$ cat config.mk
export PLATFORM = sky130hd
export DESIGN_NAME = date_shift_by_days
export DESIGN_NICKNAME = d
export VERILOG_FILES = /design/src/design/dsd_pkg.sv /design/src/design/dsd_ctrl.sv /design/src/design/dsd_dpath.sv /design/src/design/date_shift_by_days.sv
export SDC_FILE = /design/constraint.sdc
export NUM_CORES = 1
export LEC_CHECK = 0
export BUFFER_PORTS_ARGS = -buffer_cell sky130_fd_sc_hd__buf_2
export CAP_MARGIN = 15
export CORE_MARGIN = 2
export CORE_UTILIZATION = 55
export DETAILED_ROUTE_END_ITERATION = 10
export GPL_TIMING_DRIVEN = 0
export HOLD_SLACK_MARGIN = 0.03
export PLACE_DENSITY = 0.73
export SLEW_MARGIN = 20
export SYNTH_ARGS = -nofsm -noshare
export SYNTH_HDL_FRONTEND = slang
export SYNTH_SLANG_ARGS = --single-unit
$ cat constraint.sdc
create_clock -name i_clk -period 10.4 [get_ports i_clk]
set_clock_uncertainty 0.15 [all_clocks]
set_input_delay 2.08 -clock i_clk [delete_from_list [all_inputs] [get_ports i_clk]]
set_output_delay 2.08 -clock i_clk [all_outputs]
set_load 0.01 [all_outputs]
$ cat src/design/dsd_pkg.sv
// Shared types, constants and calendar helpers for the date shifter.
// No dependencies; every other design file imports this package.
package dsd_pkg;

    localparam int DAY_W      = 5;
    localparam int MON_W      = 4;
    localparam int YEAR_W     = 14;
    localparam int COUNT_BITS = 16;
    localparam int CFG_IDX_W  = 1;
    localparam int CFG_DATA_W = YEAR_W;

    // Day accumulator: holds day_in + count or day_in - count, signed
    localparam int DAY_ACC_W  = COUNT_BITS + 2;
    // Walking year: signed, one bit above the field to see underflow
    localparam int YACC_W     = YEAR_W + 1;
    // Year modulo the 400-year cycle
    localparam int REM_W      = 9;

    localparam logic [CFG_IDX_W-1:0] CFG_MIN_YEAR = 1'b0;
    localparam logic [CFG_IDX_W-1:0] CFG_MAX_YEAR = 1'b1;

    localparam logic [YEAR_W-1:0] MIN_YEAR_RST = YEAR_W'(1601);
    localparam logic [YEAR_W-1:0] MAX_YEAR_RST = YEAR_W'(9999);

    localparam logic [MON_W-1:0] JAN = MON_W'(1);
    localparam logic [MON_W-1:0] FEB = MON_W'(2);
    localparam logic [MON_W-1:0] DEC = MON_W'(12);

    localparam logic [DAY_W-1:0] LEAP_FEB_DAYS = DAY_W'(29);
    localparam int               CENTURY       = 100;
    localparam int               LEAP_CYCLE    = 400;
    localparam logic [REM_W-1:0] REM_LAST      = REM_W'(LEAP_CYCLE - 1);

    // year mod 400 by restoring subtraction of 400*2^k, k from high to low
    localparam int REDUCE_STEPS = 6;
    localparam int STEP_W       = 3;

    // Month lengths, non-leap; codes outside 1..12 read as zero
    localparam logic [DAY_W-1:0] MONTH_LEN [16] = '{
        5'd0,  5'd31, 5'd28, 5'd31, 5'd30, 5'd31, 5'd30, 5'd31,
        5'd31, 5'd30, 5'd31, 5'd30, 5'd31, 5'd0,  5'd0,  5'd0
    };

    typedef struct packed {
        logic                  kind;
        logic [DAY_W-1:0]      day_in;
        logic [MON_W-1:0]      month_in;
        logic [YEAR_W-1:0]     year_in;
        logic [COUNT_BITS-1:0] day_count;
    } t_in_item;

    typedef struct packed {
        logic [DAY_W-1:0]  day_out;
        logic [MON_W-1:0]  month_out;
        logic [YEAR_W-1:0] year_out;
        logic              input_valid;
        logic              out_of_range;
    } t_out_item;

    // Controller -> datapath
    typedef struct packed {
        logic              load;
        logic              reduce;
        logic [STEP_W-1:0] step_idx;
        logic              check;
        logic              walk;
        logic              finish;
    } t_dp_cmd;

    // Datapath -> controller
    typedef struct packed {
        logic start_ok;
        logic walk_done;
    } t_dp_sts;

    function automatic logic is_leap_rem(input logic [REM_W-1:0] rem);
        return (rem[1:0] == 2'b00)
            && (rem != REM_W'(CENTURY))
            && (rem != REM_W'(2 * CENTURY))
            && (rem != REM_W'(3 * CENTURY));
    endfunction

    function automatic logic [DAY_W-1:0] month_days(input logic [MON_W-1:0] m,
                                                    input logic leap);
        return (m == FEB && leap) ? LEAP_FEB_DAYS : MONTH_LEN[m];
    endfunction

    function automatic logic [YEAR_W-1:0] reduce_sub(input logic [STEP_W-1:0] idx);
        logic [STEP_W-1:0] sh;
        sh = STEP_W'(REDUCE_STEPS - 1) - idx;
        return YEAR_W'(LEAP_CYCLE) << sh;
    endfunction

endpackage

$ cat src/design/dsd_ctrl.sv
// Sequencer for the date shifter: load, year reduction, check, month walk, finish.
// Depends on dsd_pkg; drives dsd_dpath through t_dp_cmd.
module dsd_ctrl
    import dsd_pkg::*;
(
    input  logic    i_clk,
    input  logic    i_rst_n,
    input  logic    start,
    output logic    busy,
    output t_dp_cmd o_cmd,
    input  t_dp_sts i_sts
);

    localparam logic [2:0] ST_IDLE   = 3'd0;
    localparam logic [2:0] ST_REDUCE = 3'd1;
    localparam logic [2:0] ST_CHECK  = 3'd2;
    localparam logic [2:0] ST_WALK   = 3'd3;
    localparam logic [2:0] ST_FINISH = 3'd4;

    logic [2:0]        r_state, n_state;
    logic [STEP_W-1:0] r_step,  n_step;

    always_ff @(posedge i_clk) begin
        if (!i_rst_n) begin
            r_state <= ST_IDLE;
            r_step  <= '0;
        end else begin
            r_state <= n_state;
            r_step  <= n_step;
        end
    end

    always_comb begin
        n_state        = r_state;
        n_step         = r_step;
        o_cmd          = '0;
        o_cmd.step_idx = r_step;
        unique case (r_state)
            ST_IDLE: begin
                if (start) begin
                    o_cmd.load = 1'b1;
                    n_step     = '0;
                    n_state    = ST_REDUCE;
                end
            end
            ST_REDUCE: begin
                o_cmd.reduce = 1'b1;
                n_step       = r_step + 1'b1;
                if (r_step == STEP_W'(REDUCE_STEPS - 1)) begin
                    n_state = ST_CHECK;
                end
            end
            ST_CHECK: begin
                o_cmd.check = 1'b1;
                n_state     = i_sts.start_ok ? ST_WALK : ST_FINISH;
            end
            ST_WALK: begin
                if (i_sts.walk_done) begin
                    n_state = ST_FINISH;
                end else begin
                    o_cmd.walk = 1'b1;
                end
            end
            ST_FINISH: begin
                o_cmd.finish = 1'b1;
                n_state      = ST_IDLE;
            end
            default: begin
                n_state = ST_IDLE;
            end
        endcase
    end

    assign busy = (r_state != ST_IDLE);

endmodule

$ cat src/design/dsd_dpath.sv
// Datapath of the date shifter: operand registers, year-mod-400 tracker,
// day accumulator and month walker, result register. Depends on dsd_pkg.
module dsd_dpath
    import dsd_pkg::*;
(
    input  logic              i_clk,
    input  logic              i_rst_n,
    input  t_in_item          i_item,
    input  logic [YEAR_W-1:0] i_min_year,
    input  logic [YEAR_W-1:0] i_max_year,
    input  t_dp_cmd           i_cmd,
    output t_dp_sts           o_sts,
    output logic              o_done,
    output t_out_item         o_result
);

    logic                        r_kind;
    logic [DAY_W-1:0]            r_din;
    logic [MON_W-1:0]            r_min;
    logic [YEAR_W-1:0]           r_yin;
    logic [COUNT_BITS-1:0]       r_cnt;
    logic                        r_valid;
    logic signed [DAY_ACC_W-1:0] r_d;
    logic [MON_W-1:0]            r_m;
    logic signed [YACC_W-1:0]    r_y;
    logic [YEAR_W-1:0]           r_rem;
    t_out_item                   r_result;
    logic                        r_done;

    logic [REM_W-1:0] rem_cur;
    logic [DAY_W-1:0] dim_cur;
    logic [MON_W-1:0] prev_m;
    logic [REM_W-1:0] prev_rem;
    logic [REM_W-1:0] next_rem;
    logic             wrap_back;
    logic [DAY_W-1:0] dim_prev;
    logic [YEAR_W-1:0] rsub;
    logic             oor;
    logic [YEAR_W-1:0] y_mag;

    assign rem_cur   = r_rem[REM_W-1:0];
    assign dim_cur   = month_days(r_m, is_leap_rem(rem_cur));
    assign wrap_back = (r_m == JAN);
    assign prev_m    = wrap_back ? DEC : (r_m - 1'b1);
    assign prev_rem  = !wrap_back ? rem_cur
                     : ((rem_cur == '0) ? REM_LAST : (rem_cur - 1'b1));
    assign next_rem  = (rem_cur == REM_LAST) ? '0 : (rem_cur + 1'b1);
    assign dim_prev  = month_days(prev_m, is_leap_rem(prev_rem));
    assign rsub      = reduce_sub(i_cmd.step_idx);

    // start-date check; r_m still holds month_in, r_rem holds year mod 400
    assign o_sts.start_ok = (r_yin >= i_min_year)
                         && (r_min != '0) && (r_min <= DEC)
                         && (r_din != '0) && (r_din <= dim_cur);

    assign o_sts.walk_done = r_kind ? (r_d > 0)
                                    : (r_d <= $signed(DAY_ACC_W'(dim_cur)));

    assign y_mag = r_y[YEAR_W-1:0];
    assign oor   = r_valid && (r_y[YACC_W-1] || (y_mag < i_min_year)
                                             || (y_mag > i_max_year));

    always_ff @(posedge i_clk) begin
        if (i_cmd.load) begin
            r_kind <= i_item.kind;
            r_din  <= i_item.day_in;
            r_min  <= i_item.month_in;
            r_yin  <= i_item.year_in;
            r_cnt  <= i_item.day_count[COUNT_BITS-1:0];
            r_m    <= i_item.month_in;
            r_y    <= $signed(YACC_W'(i_item.year_in));
            r_rem  <= i_item.year_in;
        end
        if (i_cmd.reduce && (r_rem >= rsub)) begin
            r_rem <= r_rem - rsub;
        end
        if (i_cmd.check) begin
            r_valid <= o_sts.start_ok;
            if (r_kind) begin
                r_d <= $signed(DAY_ACC_W'(r_din) - DAY_ACC_W'(r_cnt));
            end else begin
                r_d <= $signed(DAY_ACC_W'(r_din) + DAY_ACC_W'(r_cnt));
            end
        end
        if (i_cmd.walk) begin
            if (r_kind) begin
                // borrow: step back a month, add that month's length
                r_m   <= prev_m;
                r_rem <= YEAR_W'(prev_rem);
                r_d   <= r_d + $signed(DAY_ACC_W'(dim_prev));
                if (wrap_back) begin
                    r_y <= r_y - 1'b1;
                end
            end else begin
                r_d <= r_d - $signed(DAY_ACC_W'(dim_cur));
                if (r_m == DEC) begin
                    r_m   <= JAN;
                    r_y   <= r_y + 1'b1;
                    r_rem <= YEAR_W'(next_rem);
                end else begin
                    r_m <= r_m + 1'b1;
                end
            end
        end
        if (i_cmd.finish) begin
            r_result.input_valid  <= r_valid;
            r_result.out_of_range <= oor;
            if (!r_valid || oor) begin
                r_result.day_out   <= r_din;
                r_result.month_out <= r_min;
                r_result.year_out  <= r_yin;
            end else begin
                r_result.day_out   <= r_d[DAY_W-1:0];
                r_result.month_out <= r_m;
                r_result.year_out  <= y_mag;
            end
        end
    end

    always_ff @(posedge i_clk) begin
        if (!i_rst_n) begin
            r_done <= 1'b0;
        end else begin
            r_done <= i_cmd.finish;
        end
    end

    assign o_done   = r_done;
    assign o_result = r_result;

endmodule

$ cat src/design/date_shift_by_days.sv
// Top level of the date shifter: configuration registers, sequencer and datapath.
// Depends on dsd_pkg, dsd_ctrl and dsd_dpath.
//
// Adds a day count to, or subtracts it from, a Gregorian day/month/year date.
// Issue a beat by holding start high while busy is low; the item fields are
// sampled at that edge. The result beat appears on o_result for exactly one
// cycle with o_done high and cannot be held off, so capture it then. busy is
// already low in the o_done cycle, so the next start may land there. A beat
// runs through these steps: reduce the start year modulo 400 for the leap test,
// a check state, the month walk (skipped for an invalid start date), which
// steps one month per cycle and ends with a final compare, and a finish state.
// The user must write min_year and max_year through i_cfg_* only while idle;
// the block does not enforce this. They reset to 1601 and 9999. An invalid start
// echoes the input date with input_valid low; a result year outside
// [min_year, max_year] echoes the input date with out_of_range high.
module date_shift_by_days
    import dsd_pkg::*;
(
    input  logic                  i_clk,
    input  logic                  i_rst_n,
    input  logic                  start,
    output logic                  busy,
    input  t_in_item              i_item,
    output logic                  o_done,
    output t_out_item             o_result,
    input  logic                  i_cfg_we,
    input  logic [CFG_IDX_W-1:0]  i_cfg_idx,
    input  logic [CFG_DATA_W-1:0] i_cfg_data
);

    logic [YEAR_W-1:0] r_min_year;
    logic [YEAR_W-1:0] r_max_year;
    t_dp_cmd           cmd;
    t_dp_sts           sts;

    // Year limits; the user must keep config still while a beat is in flight, the block does not enforce it
    always_ff @(posedge i_clk) begin
        if (!i_rst_n) begin
            r_min_year <= MIN_YEAR_RST;
            r_max_year <= MAX_YEAR_RST;
        end else if (i_cfg_we) begin
            unique case (i_cfg_idx)
                CFG_MIN_YEAR: r_min_year <= i_cfg_data;
                CFG_MAX_YEAR: r_max_year <= i_cfg_data;
                default:      ;
            endcase
        end
    end

    dsd_ctrl u_ctrl (
        .i_clk   (i_clk),
        .i_rst_n (i_rst_n),
        .start   (start),
        .busy    (busy),
        .o_cmd   (cmd),
        .i_sts   (sts)
    );

    dsd_dpath u_dpath (
        .i_clk      (i_clk),
        .i_rst_n    (i_rst_n),
        .i_item     (i_item),
        .i_min_year (r_min_year),
        .i_max_year (r_max_year),
        .i_cmd      (cmd),
        .o_sts      (sts),
        .o_done     (o_done),
        .o_result   (o_result)
    );

    // accepted beat always makes the block busy next cycle
    a_accept_busy: assert property (@(posedge i_clk) disable iff (!i_rst_n)
        (start && !busy) |=> busy)
        else $error("accepted beat did not raise busy");

    // result strobe is a single cycle
    a_done_pulse: assert property (@(posedge i_clk) disable iff (!i_rst_n)
        o_done |=> !o_done)
        else $error("result strobe longer than one cycle");

    // range flag only on a valid start
    a_oor_valid: assert property (@(posedge i_clk) disable iff (!i_rst_n)
        (o_done && o_result.out_of_range) |-> o_result.input_valid)
        else $error("out_of_range set on invalid start");

    // a shifted result is a real calendar date
    a_result_date: assert property (@(posedge i_clk) disable iff (!i_rst_n)
        (o_done && o_result.input_valid && !o_result.out_of_range) |->
        ((o_result.month_out != '0) && (o_result.month_out <= DEC)
         && (o_result.day_out != '0)))
        else $error("shifted date outside calendar");

endmodule
* Word level (Yosys, flattened, before mapping)
Memories as Yosys holds them, arrays and structs flattened.
Cells that the tools add are included.
** Storage, ports and cells
- Flip-flop bits (word level) :: 152
- Bits in read-only memories :: 160
- Input port bits :: 59
- Output and inout port bits :: 27
- Memories kept :: 2
** Cells by class
- Add/subtract/negate cells :: 13
- Magnitude comparators :: 10
- Eq/ne operators :: 19
- Shift operators :: 1
- Muxes and demuxes :: 44
- Bitwise gates (word level) :: 3
- Reduce and logical (&&, ||, !) cells :: 32
** Memory list
- (no name shown) :: depth 16, width 5, read ports 1, clocked after Yosys merged registers in 0, write ports 0, line dsd_pkg.sv:85 : return (m == FEB && leap) ? LEAP_FEB_DAYS : MONTH_LEN[m];
- (no name shown) :: depth 16, width 5, read ports 1, clocked after Yosys merged registers in 0, write ports 0, line dsd_pkg.sv:85
** Operators by type and width (number)
- 15-bit 2-to-1 mux :: 5
- 18-bit 2-to-1 mux :: 4
- 14-bit 2-to-1 mux :: 5
- 5-bit 2-to-1 mux :: 6
- 14-bit >= comparator :: 2
- 9-bit 2-to-1 mux :: 3
- 23-bit 2-to-1 mux :: 1
- 4-bit 2-to-1 mux :: 5
- 18-bit by 6-bit adder with 18-bit output :: 1
- 18-bit by 1-bit > comparator with 1-bit output, second input constant :: 1
- 18-bit by 6-bit <= comparator with 1-bit output :: 1
- 9-bit by 7-bit != test with 1-bit output, second input constant :: 2
- 9-bit by 8-bit != test with 1-bit output, second input constant :: 2
- 9-bit != test, second input constant :: 2
- 18-bit by 6-bit subtractor with 18-bit output :: 1
- 5-bit by 16-bit adder with 17-bit output :: 1
- 5-bit by 16-bit subtractor with 17-bit output :: 1
- 15-bit by 1-bit adder with 15-bit output, second input constant :: 1
- 3-bit 2-to-1 mux :: 5
- 15-bit by 1-bit subtractor with 15-bit output, second input constant :: 1
- 14-bit > comparator :: 1
- 1-bit logical AND :: 14
- 14-bit < comparator :: 1
- 9-bit by 3-bit left shift with 14-bit output, first input constant :: 1
- other kinds (35) :: 55

* Depth between registers and ports, before layout
- Depth in word-level cells :: 12
- Mapped depth :: 20
- Depth with buffers taken out :: 18

* Cells and area by module
Synthesis repeated with hierarchy kept, for this count alone.
** Unflattened totals
- Cell total of the unflattened synthesis :: 1190
- Area total of the unflattened synthesis :: 11079.4 um^2
** Modules (own cells, without submodules)
- dsd_dpath :: times used 1, cells an instance 1028, area an instance 9516.6 um^2, sequential area each 3243.1 um^2
- date_shift_by_days :: times used 1, cells an instance 119, area an instance 1134.8 um^2, sequential area each 560.5 um^2
- dsd_ctrl :: times used 1, cells an instance 43, area an instance 427.9 um^2, sequential area each 120.1 um^2

* Worst setup path after synthesis
OpenSTA, ideal clock, no wires.
- Kind :: register to register
- Start point :: register u_dpath.r_rem[3]
- End point :: register u_dpath.r_d[0], enable pin
- Setup time :: 0.489 ns
- Arrival :: 3.952 ns
- Path slack :: 5.809 ns
- Cell stages (with the launch flop) :: 15
- Buffers on the path :: 3
- Path through :: dfxtp_1 -> clkbuf_1 -> nand2_1 -> o32a_1 -> or3_1 -> nand4_1 -> a21boi_0 -> ha_1 -> o21ai_0 -> a21oi_1 -> nand4b_1 -> nand4b_4 -> buf_6 -> buf_2 -> o21ai_0
** Between the ends
- Word-level cells in the longest chain between the ends :: 11
- Elaborated cells between the ends (all ways) :: 13
- Classes of those cells :: order compare: 1; eq/ne: 3; mux: 4; reduce/logical: 5
** RTL lines
- from (decl) :: line dsd_dpath.sv:26 : logic [YEAR_W-1:0] r_rem;
- from (signal assigned) :: line dsd_dpath.sv:72 : r_rem <= i_item.year_in;
- from (signal assigned) :: line dsd_dpath.sv:75 : r_rem <= r_rem - rsub;
- from (signal assigned) :: line dsd_dpath.sv:89 : r_rem <= YEAR_W'(prev_rem);
- 9-bit by 7-bit != test with 1-bit output :: line dsd_pkg.sv:78 : && (rem != REM_W'(CENTURY))
- 1-bit logical AND :: line dsd_pkg.sv:78
- 1-bit logical AND :: line dsd_pkg.sv:79 : && (rem != REM_W'(2 * CENTURY))
- 1-bit logical AND * :: line dsd_pkg.sv:80 : && (rem != REM_W'(3 * CENTURY));
- 1-bit logical AND * :: line dsd_pkg.sv:85
- 5-bit 2-to-1 mux * :: line dsd_pkg.sv:85
- 18-bit by 6-bit <= comparator with 1-bit output * :: line dsd_dpath.sv:57 : : (r_d <= $signed(DAY_ACC_W'(dim_cur)));
- 1-bit 2-to-1 mux * :: line dsd_dpath.sv:56 : assign o_sts.walk_done = r_kind ? (r_d > 0)
- 1-bit 2-to-1 mux * :: line dsd_ctrl.sv:58 : if (i_sts.walk_done) begin
- 1-bit 2-to-1 mux * :: line dsd_ctrl.sv:38 : unique case (r_state)
- 2-bit nonzero test (no line) *
- to (signal assigned) :: line dsd_dpath.sv:80 : r_d <= $signed(DAY_ACC_W'(r_din) - DAY_ACC_W'(r_cnt));
- to (signal assigned) :: line dsd_dpath.sv:82 : r_d <= $signed(DAY_ACC_W'(r_din) + DAY_ACC_W'(r_cnt));
- to (signal assigned) :: line dsd_dpath.sv:90 : r_d <= r_d + $signed(DAY_ACC_W'(dim_prev));
- to (decl) :: line dsd_dpath.sv:23 : logic signed [DAY_ACC_W-1:0] r_d;
Mark *: on every way between the ends. The rest lies on a longest branch, timed or not.
A chain may end at the register's enable or synchronous reset.

* Worst setup path in the final report
- Start point :: register u_dpath.r_rem[3]
- End point :: register u_dpath.r_d[16], enable pin
The elaborated chain is that of the path after synthesis.

==> results.cfg <==
[worst_setup_path]
worst-path-buf-inv = 4
crit_chain = clkbuf_1 > nand2_1 > o32a_1 > or3_1 > nand4_1 > a21boi_0 > ha_1 > o21ai_0 > a21oi_1 > nand4b_1 > nand4b_4 > buf_6 > buf_2 > o21ai_2 > buf_8
startpoint_type = register
worstPathArrival_ns = 5.46
worstSetupPathType = reg2reg
cp.required_ns = 10.38
end_kind = register
cpPeakStageDelay_ns = 0.82
cp_slowest_cell = a21boi_0
cp_max_fo = 14
crit_family = compound AO/OA/AOI/OAI gates

[placement]
dp_hpwl_mm = 22.5
place_congestion = 0.964
dp.cells = 1523
port_buffers = 85
dpl_cell_area_um2 = 11500

[timing]
worst_pin_slew_ns = 1.01
hold_viol_final = 0
fmax_mhz = 183
drv_slew = 0
relSlewSlack_pct = 32.3
rsz0062_at_grt = false
min_period_ns = 5.48
final-setup-viol-count = 0
fin_setup_tns_ns = 0
period_share_pct = 52.7

[yosys]
async_flop_share_pct = 0
seq_area_frac_synth_pct = 36.7
yosys-top-cells-count = 131 x nand2_1, 95 x ha_1, 88 x edfxtp_1
yosysTopAreaCellShare_pct = 24.7
ys_ff_latch = 152
yosys_warnings = 0
synthCells = 1174
synth.largest_area_cell = edfxtp_1
syn_area_per_cell_um2 = 9.10
yosys_most_used_dff = edfxtp_1
synth-edff-count = 88
synth.cell_area_um2 = 10700
postSynthNetCount = 1332
yosysMostFrequentCell = nand2_1
synth_area_leaders = edfxtp_1 25%, dfxtp_1 12%, ha_1 11%
yosysUniqueCellTypes = 77

[clock_network]
clk_latency_ns = 0.43
cts-resized-gates = 0
post-cts-setup-buffers = 0
cts-root-buf = clkbuf_16
cts_max_level = 4
cts_buffers = 17
clock_path_buffers = 2
clkSinkCount = 152
cts.hold.buffers_added = 0
cts_tree = yes
clkTransAtPathRegs_ns = 0.07

[run_status]
status = finished, final reports clean

[global_route]
grt_overflow = 0
grt_pass1_vias = 8913
track_usage_pct = 29.7
grt_max_degree = 50
grt_pass1_wl_mm = 47.2
antenna_found_initial = 2

[die]
io_pins = 86
rows = 50
initial_utilization_pct = 56.6
die_w_um = 143
die_y_um = 143
core-area_um2 = 18900
die_area_um2 = 20600

[cells_and_area]
area_growth_pct = 13.0
fin_util_pct = 63.9
antenna_cells_inserted = 0
finish.instance_area_um2 = 12100
finalNetCount = 1440
final_cell_count_no_fill = 1555
drive_above_1_share_pct = 14.6
fillers = 1645

[power_and_ir_drop]
p_seq_share_pct = 34.2
cellPowerDensity_nw_per_um2 = 200
finalPower_uw = 2410
p_sw_uw = 927
vdd_drop_max_uv = 125
p_sw_share_pct = 38.4
leakage_uw = 0.00481
combPwrFrac_pct = 40.1
p_int_uw = 1490
clkPwrFrac_pct = 25.7

[routing]
drt-pass1-iter-count = 6
routed_wl_mm = 30.5
first_iter_violations = 941
via_per_inst = 6.20
via_count = 9635
drc = 0
wl_per_cell_um = 19.6
ant_nets = 0

[run]
cap_violations = 0

[min_path]
hp-class = reg2reg
area by class of cell:
type / count / area (um2) / area share (%)
clock inverter: 10 / 81.3 / 0.673
buffer: 62 / 278 / 2.30
clock buffer: 22 / 505 / 4.18
tap: 260 / 325 / 2.69
timing repair buffer: 89 / 467 / 3.86
sequential: 152 / 3920 / 32.5
inverter: 70 / 263 / 2.18
multi-input combinational: 890 / 6240 / 51.6
layout by cell type, fill, tap and decap left out, types with 14 or more instances in the layout:
master,instances
nand3_1,27
and3_1,19
o21ai_0,57
o211ai_1,19
buf_2,100
mux2i_1,17
nand2_1,131
a21boi_0,23
edfxtp_1,88
nor2_1,63
o22ai_1,24
clkbuf_16,18
o21a_1,19
clkbuf_1,41
nor3_1,24
inv_1,69
nand2b_1,16
nand4_1,18
a31oi_1,18
xnor2_1,30
a211oi_1,16
a21oi_1,70
mux2_2,24
nor2b_1,14
dfxtp_1,64
ha_1,95
power groups by stage:
stage                     logic (uW)  clock network, uW  registers, uW
after floorplan                  720                  0            806
after global placement           921                  0            833
after detailed placement         938                  0            834
after CTS                        949                622            822
after global routing            1070                645            834
final                            967                621            825
logic make-up (layout without fill, tap and decap cells):
logic type,after synthesis,after routing,synth area share [%]
compound gates,332,332,20.8
xor+xnor,43,43,3.52
fa+ha+maj,99,99,11.9
buf+inv,132,253,5.03
flops,152,152,36.7
mux,42,42,4.33
simple gates,374,374,17.7
path summary, 6_finish.rpt:
path,from,to,slack [ns],cells past startpoint
setup reg to reg,u_dpath.r_rem[3],u_dpath.r_d[16],4.92,15
hold reg to reg,r_min_year[7],r_min_year[7],0.32,2
hold / removal,r_min_year[7],r_min_year[7],0.32,2
setup / recovery,u_dpath.r_rem[3],u_dpath.r_d[16],4.92,15
worst register-to-register path, delay by kind of cell (launching register included):
family	cells	cell delay, ns
adders and majority gates	1	0.34
DFF	1	0.46
buffers and inverters	4	1.19
AOI/OAI and AO/OA	5	1.85
and+or+nand+nor	5	1.19
flip-flops by register name (all words and copies together) (netlist names), 4 cells and up:
name / flops
r_min_year: 14
u_dpath.r_m: 4
u_dpath.r_cnt: 16
u_dpath.o_result: 25
u_dpath.r_din: 5
u_dpath.r_y: 15
u_dpath.r_d: 18
u_dpath.r_yin: 14
u_dpath.r_min: 4
u_dpath.r_rem: 14
r_max_year: 14
layer usage:
metal / vias to the layer above / track usage [%] / share of wire (%)
met3: 54 / 4.97 / 6.8
met1: 4600 / 41.5 / 45
met4: 2 / 9.96 / 2.8
met5: - / 0 / 0.043
met2: 392 / 46.8 / 45
li1: 4587 / - / -
metrics by stage:
step / hold WS (ns) / setup WS [ns]
floorplan: 0.292 / 5.81
global placement: 0.302 / 4.32
detailed placement: 0.313 / 5.21
CTS: 0.322 / 5.18
global route: 0.342 / 4.78
finish: 0.322 / 4.92
Note: power is estimated with default switching activity, not from simulation.
